`src/rtl/sfc_pkg.sv`:
```
package sfc_pkg;

    localparam int RAW_W   = 16;
    localparam int CHK_W   = 8;
    localparam int VAL_W   = 15;
    localparam int CRC_W   = RAW_W + CHK_W;
    localparam int GAIN_W  = 15;
    localparam int PROD_W  = RAW_W + GAIN_W;

    localparam logic [CRC_W-1:0]  CRC_DIVISOR = 24'h988000;
    localparam logic [RAW_W-1:0]  STATUS_MASK = 16'hFFFC;
    localparam logic [GAIN_W-1:0] TEMP_GAIN   = 15'd17572;
    localparam logic [GAIN_W-1:0] HUM_GAIN    = 15'd12500;
    localparam logic [VAL_W:0]    TEMP_OFFSET = 16'd4685;
    localparam logic [VAL_W:0]    HUM_OFFSET  = 16'd600;

    typedef enum logic {
        OP_TEMP = 1'b0,
        OP_HUM  = 1'b1
    } t_op;

    typedef struct packed {
        t_op              op;
        logic [RAW_W-1:0] raw_word;
        logic [CHK_W-1:0] check_byte;
        logic             bus_error;
    } t_in_beat;

    typedef struct packed {
        logic signed [VAL_W-1:0] scaled_value;
        logic                    valid_res;
        logic [RAW_W-1:0]        masked_raw;
    } t_out_beat;

endpackage

```
`src/rtl/sfc_if.sv`:
```
interface sfc_in_if;
    logic                         valid;
    logic                         ready;
    logic                         op;
    logic [sfc_pkg::RAW_W-1:0]    raw_word;
    logic [sfc_pkg::CHK_W-1:0]    check_byte;
    logic                         bus_error;

    modport source (output valid, output op, output raw_word, output check_byte,
                    output bus_error, input ready);
    modport sink   (input valid, input op, input raw_word, input check_byte,
                    input bus_error, output ready);
endinterface

interface sfc_out_if;
    logic                              valid;
    logic                              ready;
    logic signed [sfc_pkg::VAL_W-1:0]  scaled_value;
    logic                              valid_res;
    logic [sfc_pkg::RAW_W-1:0]         masked_raw;

    modport source (output valid, output scaled_value, output valid_res,
                    output masked_raw, input ready);
    modport sink   (input valid, input scaled_value, input valid_res,
                    input masked_raw, output ready);
endinterface

```
`src/rtl/sfc_crc.sv`:
```
module sfc_crc (
    input  logic [sfc_pkg::RAW_W-1:0] i_raw_word,
    input  logic [sfc_pkg::CHK_W-1:0] i_check_byte,
    output logic                      o_crc_ok
);
    import sfc_pkg::*;

    // long division, one quotient bit per step; linear so it folds into xor trees
    always_comb begin
        logic [CRC_W-1:0] rem;
        logic [CRC_W-1:0] div;
        rem = {i_raw_word, i_check_byte};
        div = CRC_DIVISOR;
        for (int i = 0; i < RAW_W; i++) begin
            if (rem[CRC_W-1-i]) begin
                rem = rem ^ div;
            end
            div = div >> 1;
        end
        o_crc_ok = (rem == '0);
    end

endmodule

```
`src/rtl/sfc_scale.sv`:
```
module sfc_scale (
    input  sfc_pkg::t_op                     i_op,
    input  logic [sfc_pkg::RAW_W-1:0]        i_masked,
    output logic signed [sfc_pkg::VAL_W-1:0] o_value
);
    import sfc_pkg::*;

    logic [GAIN_W-1:0] gain;
    logic [VAL_W:0]    offset;
    logic [PROD_W-1:0] prod;
    logic [VAL_W-1:0]  quot;
    logic [VAL_W:0]    diff;

    always_comb begin
        case (i_op)
            OP_TEMP: begin
                gain   = TEMP_GAIN;
                offset = TEMP_OFFSET;
            end
            OP_HUM: begin
                gain   = HUM_GAIN;
                offset = HUM_OFFSET;
            end
            default: begin
                gain   = TEMP_GAIN;
                offset = TEMP_OFFSET;
            end
        endcase
    end

    assign prod = PROD_W'(i_masked) * PROD_W'(gain);
    // floor of a non-negative product is just the upper bits
    assign quot = prod[PROD_W-1 -: VAL_W];
    assign diff = {1'b0, quot} - offset;
    assign o_value = $signed(diff[VAL_W-1:0]);

endmodule

```
`src/rtl/sensor_frame_crc_check_convert.sv`:
```
// channel | dir | beat payload
// i_in    | in  | op, raw_word[15:0], check_byte[7:0], bus_error
// o_out   | out | scaled_value[14:0] signed, valid_res, masked_raw[15:0]
//
// two register stages: input register, then crc check and scaling into the
// result register. one beat per cycle sustained while the output takes
// results; the single 16x15 multiply sets the path.
// reset (synchronous, active low) empties both stages.
// a stalled result holds the output; the input register still takes a beat
// while it is free, and ready drops only when both stages are full.
module sensor_frame_crc_check_convert (
    input  logic      i_clk,
    input  logic      i_rst_n,
    sfc_in_if.sink    i_in,
    sfc_out_if.source o_out
);
    import sfc_pkg::*;

    t_in_beat  r_s1;
    t_in_beat  n_s1;
    logic      r_s1_valid;
    t_out_beat r_out;
    t_out_beat n_out;
    logic      r_out_valid;

    logic             s2_ready;
    logic             s1_ready;
    logic             crc_ok;
    logic [RAW_W-1:0] masked;
    logic signed [VAL_W-1:0] scaled;

    assign s2_ready   = !r_out_valid || o_out.ready;
    assign s1_ready   = !r_s1_valid || s2_ready;
    assign i_in.ready = s1_ready;

    always_comb begin
        n_s1.op         = t_op'(i_in.op);
        n_s1.raw_word   = i_in.raw_word;
        n_s1.check_byte = i_in.check_byte;
        n_s1.bus_error  = i_in.bus_error;
    end

    sfc_crc u_crc (
        .i_raw_word   (r_s1.raw_word),
        .i_check_byte (r_s1.check_byte),
        .o_crc_ok     (crc_ok)
    );

    assign masked = r_s1.raw_word & STATUS_MASK;

    sfc_scale u_scale (
        .i_op     (r_s1.op),
        .i_masked (masked),
        .o_value  (scaled)
    );

    always_comb begin
        n_out.valid_res    = !r_s1.bus_error && crc_ok;
        n_out.masked_raw   = r_s1.bus_error ? '0 : masked;
        n_out.scaled_value = n_out.valid_res ? scaled : '0;
    end

    always_ff @(posedge i_clk) begin
        if (!i_rst_n) begin
            r_s1_valid  <= 1'b0;
            r_out_valid <= 1'b0;
        end else begin
            if (s1_ready) begin
                r_s1_valid <= i_in.valid;
            end
            if (s2_ready) begin
                r_out_valid <= r_s1_valid;
            end
        end
    end

    always_ff @(posedge i_clk) begin
        if (s1_ready && i_in.valid) begin
            r_s1 <= n_s1;
        end
        if (s2_ready && r_s1_valid) begin
            r_out <= n_out;
        end
    end

    assign o_out.valid        = r_out_valid;
    assign o_out.scaled_value = r_out.scaled_value;
    assign o_out.valid_res    = r_out.valid_res;
    assign o_out.masked_raw   = r_out.masked_raw;

    a_invalid_zero: assert property (@(posedge i_clk) disable iff (!i_rst_n)
        (r_out_valid && !r_out.valid_res) |-> (r_out.scaled_value == '0))
        else $error("invalid result carries nonzero value");

    a_status_cleared: assert property (@(posedge i_clk) disable iff (!i_rst_n)
        r_out_valid |-> (r_out.masked_raw[1:0] == 2'b00))
        else $error("status bits not cleared");

    a_advance: assert property (@(posedge i_clk) disable iff (!i_rst_n)
        (r_s1_valid && s2_ready) |=> r_out_valid)
        else $error("beat lost between stages");

    a_full_stall: assert property (@(posedge i_clk) disable iff (!i_rst_n)
        !i_in.ready |-> (r_s1_valid && r_out_valid && !o_out.ready))
        else $error("input stalled while pipeline has room");

endmodule
```
`src/flat_wrapper.sv`:
```
// flat-port wrapper written by rule: the top's interface ports become plain ports
module sensor_frame_crc_check_convert_flat import sfc_pkg::*;
  (i_clk, i_rst_n, i_in_valid, i_in_op, i_in_raw_word, i_in_check_byte, i_in_bus_error, i_in_ready, o_out_valid, o_out_scaled_value, o_out_valid_res, o_out_masked_raw, o_out_ready);
  sfc_in_if i_in_i ();
  sfc_out_if o_out_i ();
  input  logic i_clk;
  input  logic i_rst_n;
  input wire logic [$bits(i_in_i.valid)-1:0] i_in_valid;
  input wire logic [$bits(i_in_i.op)-1:0] i_in_op;
  input wire logic [$bits(i_in_i.raw_word)-1:0] i_in_raw_word;
  input wire logic [$bits(i_in_i.check_byte)-1:0] i_in_check_byte;
  input wire logic [$bits(i_in_i.bus_error)-1:0] i_in_bus_error;
  output wire logic [$bits(i_in_i.ready)-1:0] i_in_ready;
  output wire logic [$bits(o_out_i.valid)-1:0] o_out_valid;
  output wire logic [$bits(o_out_i.scaled_value)-1:0] o_out_scaled_value;
  output wire logic [$bits(o_out_i.valid_res)-1:0] o_out_valid_res;
  output wire logic [$bits(o_out_i.masked_raw)-1:0] o_out_masked_raw;
  input wire logic [$bits(o_out_i.ready)-1:0] o_out_ready;
  assign i_in_i.valid = i_in_valid;
  assign i_in_i.op = i_in_op;
  assign i_in_i.raw_word = i_in_raw_word;
  assign i_in_i.check_byte = i_in_check_byte;
  assign i_in_i.bus_error = i_in_bus_error;
  assign i_in_ready = i_in_i.ready;
  assign o_out_valid = o_out_i.valid;
  assign o_out_scaled_value = o_out_i.scaled_value;
  assign o_out_valid_res = o_out_i.valid_res;
  assign o_out_masked_raw = o_out_i.masked_raw;
  assign o_out_i.ready = o_out_ready;
  sensor_frame_crc_check_convert u_core (.i_clk(i_clk), .i_rst_n(i_rst_n), .i_in(i_in_i), .o_out(o_out_i));
endmodule
```
`config.mk`:
```
export PLATFORM = sky130hd
export DESIGN_NAME = sensor_frame_crc_check_convert_flat
export DESIGN_NICKNAME = d
export VERILOG_FILES = /design/src/rtl/sfc_pkg.sv /design/src/rtl/sfc_if.sv /design/src/rtl/sfc_crc.sv /design/src/rtl/sfc_scale.sv /design/src/rtl/sensor_frame_crc_check_convert.sv /design/src/flat_wrapper.sv
export SDC_FILE = /design/constraint.sdc
export NUM_CORES = 1
export LEC_CHECK = 0
export ABC_CLOCK_PERIOD_IN_PS = 22400
export BUFFER_PORTS_ARGS = -buffer_cell sky130_fd_sc_hd__buf_4
export CORE_UTILIZATION = 45
export CTS_BUF_LIST = sky130_fd_sc_hd__clkbuf_16
export CTS_CLUSTER_SIZE = 12
export DETAILED_ROUTE_END_ITERATION = 6
export SLEW_MARGIN = 20
export SYNTH_ARGS = -nofsm -noshare
export SYNTH_HDL_FRONTEND = slang
export SYNTH_SLANG_ARGS = --single-unit
export TNS_END_PERCENT = 10
```
`constraint.sdc`:
```
create_clock -name i_clk -period 22.4 [get_ports i_clk]
set_input_delay 3.36 -clock i_clk [delete_from_list [all_inputs] [get_ports i_clk]]
set_output_delay 3.36 -clock i_clk [all_outputs]
set_load 0.02 [all_outputs]
```
==> run summary <==
Share of synthesized area occupied by flip-flops and latches: 0.2463. The class of the most critical hold timing path was register to register. By area the synthesized netlist is led by sky130_fd_sc_hd__edfxtp_1, sky130_fd_sc_hd__ha_1, sky130_fd_sc_hd__fa_1, sky130_fd_sc_hd__inv_1, sky130_fd_sc_hd__xnor2_1. STA classifies the critical path endpoint as a register. The netlist area before placement is 6990 um^2, and the number of I/O pins is 64. Setup violations remaining at the end of the flow were counted as 0. Setup total negative slack on the finished layout was measured at 0 ns. The tools report the total placed instance area as 7662 um^2. The number of library cell types mapped by synthesis came out at 65. Dominant register cell in the synthesized netlist: sky130_fd_sc_hd__edfxtp_1. The global-route usage over all layers is 0.2051. In this run, synthesis produced a sequential element count of 58.

The required time of the critical path is 22.60 ns, and the clock latency of the later-clocked register in the worst-skew pair is 0.34 ns. The clock passes through at most 2 buffers. Of all cell types, the one taking the most synthesized area is sky130_fd_sc_hd__edfxtp_1. The run gives 15200 um^2 as the area of the placeable core. The number of setup buffers added after CTS is 0.

After synthesis, the mean cell area works out to 10.48 um^2. The share of post-route cells with drive strength above 1 is 0.1363, and the number of antenna violations at the first check in global routing is 0. 0 antenna diodes ended up in the layout. Detailed router's first-iteration violation count: 379.

CTS placed an instance of sky130_fd_sc_hd__clkbuf_16 at the clock tree root. The critical path is of the register to register type. Counting both buffers and inverters, the worst setup path holds a total of 6. The first global-routing pass estimated 25270 um of wire. The run gives 0 as the final number of max-transition violations. The logs give 31 for the maximum number of pins on one net before global-route repair and 0 for the number of warnings reported in the yosys synthesis log. Number of instances in the synthesized netlist: 667. The number of port buffers is 61. The post-cts repair resize count came out at 0.

The largest single stage delay on the critical path is 0.55 ns. For the detailed-route via count, the log shows 4901. The count of standard-cell rows came out at 45. The effective utilization at floorplan is 0.4598, and the data arrival time of the critical path is 8.49 ns. For the max-cap check violation count, the log shows 0.

The transition at the pin with the smallest max-transition slack was 0.7530 ns; the total die area was 16040 um^2. Along the worst path, the maximum fanout reaches 30. The cell type of the slowest stage on the worst timing path is sky130_fd_sc_hd__fa_1. The logs give 0 for the remaining global-route overflow and 0 for the post-route antenna net violation count. The H-tree was split into 3 levels. The run finished with clean final reports. The normalized max-slew margin was 0.4965; the via density per instance was 5.276. The tools report the post-route clock skew as 0.009266 ns. Before antenna repair, the detailed router went through 5 iterations.

The worst setup path is launched from a register. TritonCTS built the clock tree. From synthesis to final layout, the design area changed by 14.64%. Clock-pin slew was measured on the worst setup and hold paths at 0.06 ns.

The tools report the detailed-route DRC error count as 0. Cell type group with the largest total delay on the critical path: adder cells. The proportion of synthesized flip-flops having asynchronous set or reset came out at 0.

Derived from the worst setup path, the maximum achievable clock frequency is 0.1206 GHz. In this run, synthesis inferred 56 flip-flops with an integrated enable. The via count of the first global-routing pass came out at 4996.

Hold repair after CTS inserted 0 buffers. The number of hold violations in the final report was 0. After layout, the minimum clock period comes to 8.292 ns. The number of clock buffers inserted by TritonCTS was 9. The share of Yosys cell area claimed by the top area cell type is 0.2406.

Among the stages of the critical path, the cell type that occurs most often is sky130_fd_sc_hd__inv_1. The final weighted congestion of routability-driven global placement was 0.9186; the ratio of final minimum period to clock period was 0.3702. Setup repair after global routing left no endpoint under its margin. The number of nets in the finished design is 946, and the vertical die dimension is 126.6 um. The logs give 15150 um for the sum of routed wire length over all layers and 8014 um^2 for the final design instance area without fill. The average wire length per cell after detail routing was 16.31 um. Sink count of the clock tree: 58. The post-DP HPWL is 12480 um, and the width of the chip is 126.6 um.
-- final timing paths --
check | slack, ns | cells past startpoint | from | end
min | 0.52 | 1 | u_core.r_s1_valid | u_core.o_out.valid
max reg2reg | 14.11 | 30 | u_core.r_s1[25] | u_core.o_out.scaled_value[14]
max | 14.11 | 30 | u_core.r_s1[25] | u_core.o_out.scaled_value[14]
min reg2reg | 0.52 | 1 | u_core.r_s1_valid | u_core.o_out.valid
-- state kept, by name (all words and copies together), names as in the netlist --
name                       cells
u_core.o_out.valid_res         1
u_core.o_out.masked_raw       14
u_core.r_s1_valid              1
u_core.r_s1                   12
u_core.o_out.scaled_value     15
u_core.o_out.valid             1
u_core.masked                 14
-- synth_stat cells (4+ instances only) --
cell	count
sky130_fd_sc_hd__ha_1	117
sky130_fd_sc_hd__xnor3_1	7
sky130_fd_sc_hd__buf_2	4
sky130_fd_sc_hd__or2_2	5
sky130_fd_sc_hd__o211ai_1	4
sky130_fd_sc_hd__nor2_1	30
sky130_fd_sc_hd__edfxtp_1	56
sky130_fd_sc_hd__and3_1	4
sky130_fd_sc_hd__nand2_1	53
sky130_fd_sc_hd__mux2i_1	4
sky130_fd_sc_hd__fa_1	63
sky130_fd_sc_hd__o21ai_0	10
sky130_fd_sc_hd__a21oi_1	21
sky130_fd_sc_hd__xnor2_1	35
sky130_fd_sc_hd__nor3_1	5
sky130_fd_sc_hd__and2_1	5
sky130_fd_sc_hd__nand4_1	7
sky130_fd_sc_hd__inv_1	109
sky130_fd_sc_hd__nand2b_1	5
sky130_fd_sc_hd__xor2_1	17
sky130_fd_sc_hd__nand3_1	6
sky130_fd_sc_hd__nor2b_1	22
sky130_fd_sc_hd__o21a_1	4
sky130_fd_sc_hd__clkbuf_1	11
-- worst register-to-register path, delay by kind of cell (launching register included) --
family | cells | cell delay, ns
buffers and inverters | 6 | 0.90
adders and majority gates | 8 | 3.37
DFF | 1 | 0.35
xor gates and xnor gates | 1 | 0.16
and+or+nand+nor | 8 | 1.79
AOI/OAI and AO/OA | 7 | 1.60
-- placed cells by master (no fill, tap or decap), drive strengths merged, types with 7 or more instances in the layout --
cell type,instances
fa,63
nor2b,22
conb,15
o21ai,11
xnor2,36
edfxtp,56
nand2,54
xnor3,7
buf,63
ha,117
nor2,30
nand4,8
inv,111
a21oi,21
xor2,17
clkbuf,9
-- logic make-up after synthesis --
group,count (synthesis),share of synthesized area
AO/OA/AOI/OAI,76,0.07661
adder cells (fa/ha/maj),180,0.3898
XOR/XNOR,60,0.09003
other,2,0.001074
buffers and inverters,127,0.07106
flip-flops,58,0.2463
multiplexers,4,0.005728
AND/OR/NAND/NOR,160,0.1194
-- area by class of cell --
type | instances | area, um^2
Fill cell | 1371 | 7188
Timing Repair Buffer | 63 | 473.0
Tap cell | 188 | 235.2
Multi-Input combinational cell | 495 | 4825
Inverter | 109 | 409.1
Sequential cell | 58 | 1722
Clock inverter | 7 | 125.1
Clock buffer | 9 | 225.2
-- routing by layer --
layer	up-vias	routed length (um)	global-route usage	part of all wire
met3	12	436	0.03079	0.029
met4	0	174	0.05174	0.011
li1	2374	-	-	-
met1	2418	6991	0.2777	0.46
met5	-	0	0	0
met2	97	7547	0.3451	0.50
-- metrics by stage --
step             util  setup slack, ns  cells  hold slack [ns]
2_1_floorplan       -            14.95    680           0.4768
6_report       0.5272            14.11    929           0.5213
3_5_place_dp   0.5040            14.21    913           0.5109
4_1_cts        0.5271            14.16    929           0.5291
3_3_place_gp   0.5040            14.42    913           0.4869
5_1_grt        0.5272            13.67    929           0.5431
Power is not shown: default switching activity piles up to over one toggle a cycle in this logic, so the estimate is an artifact.
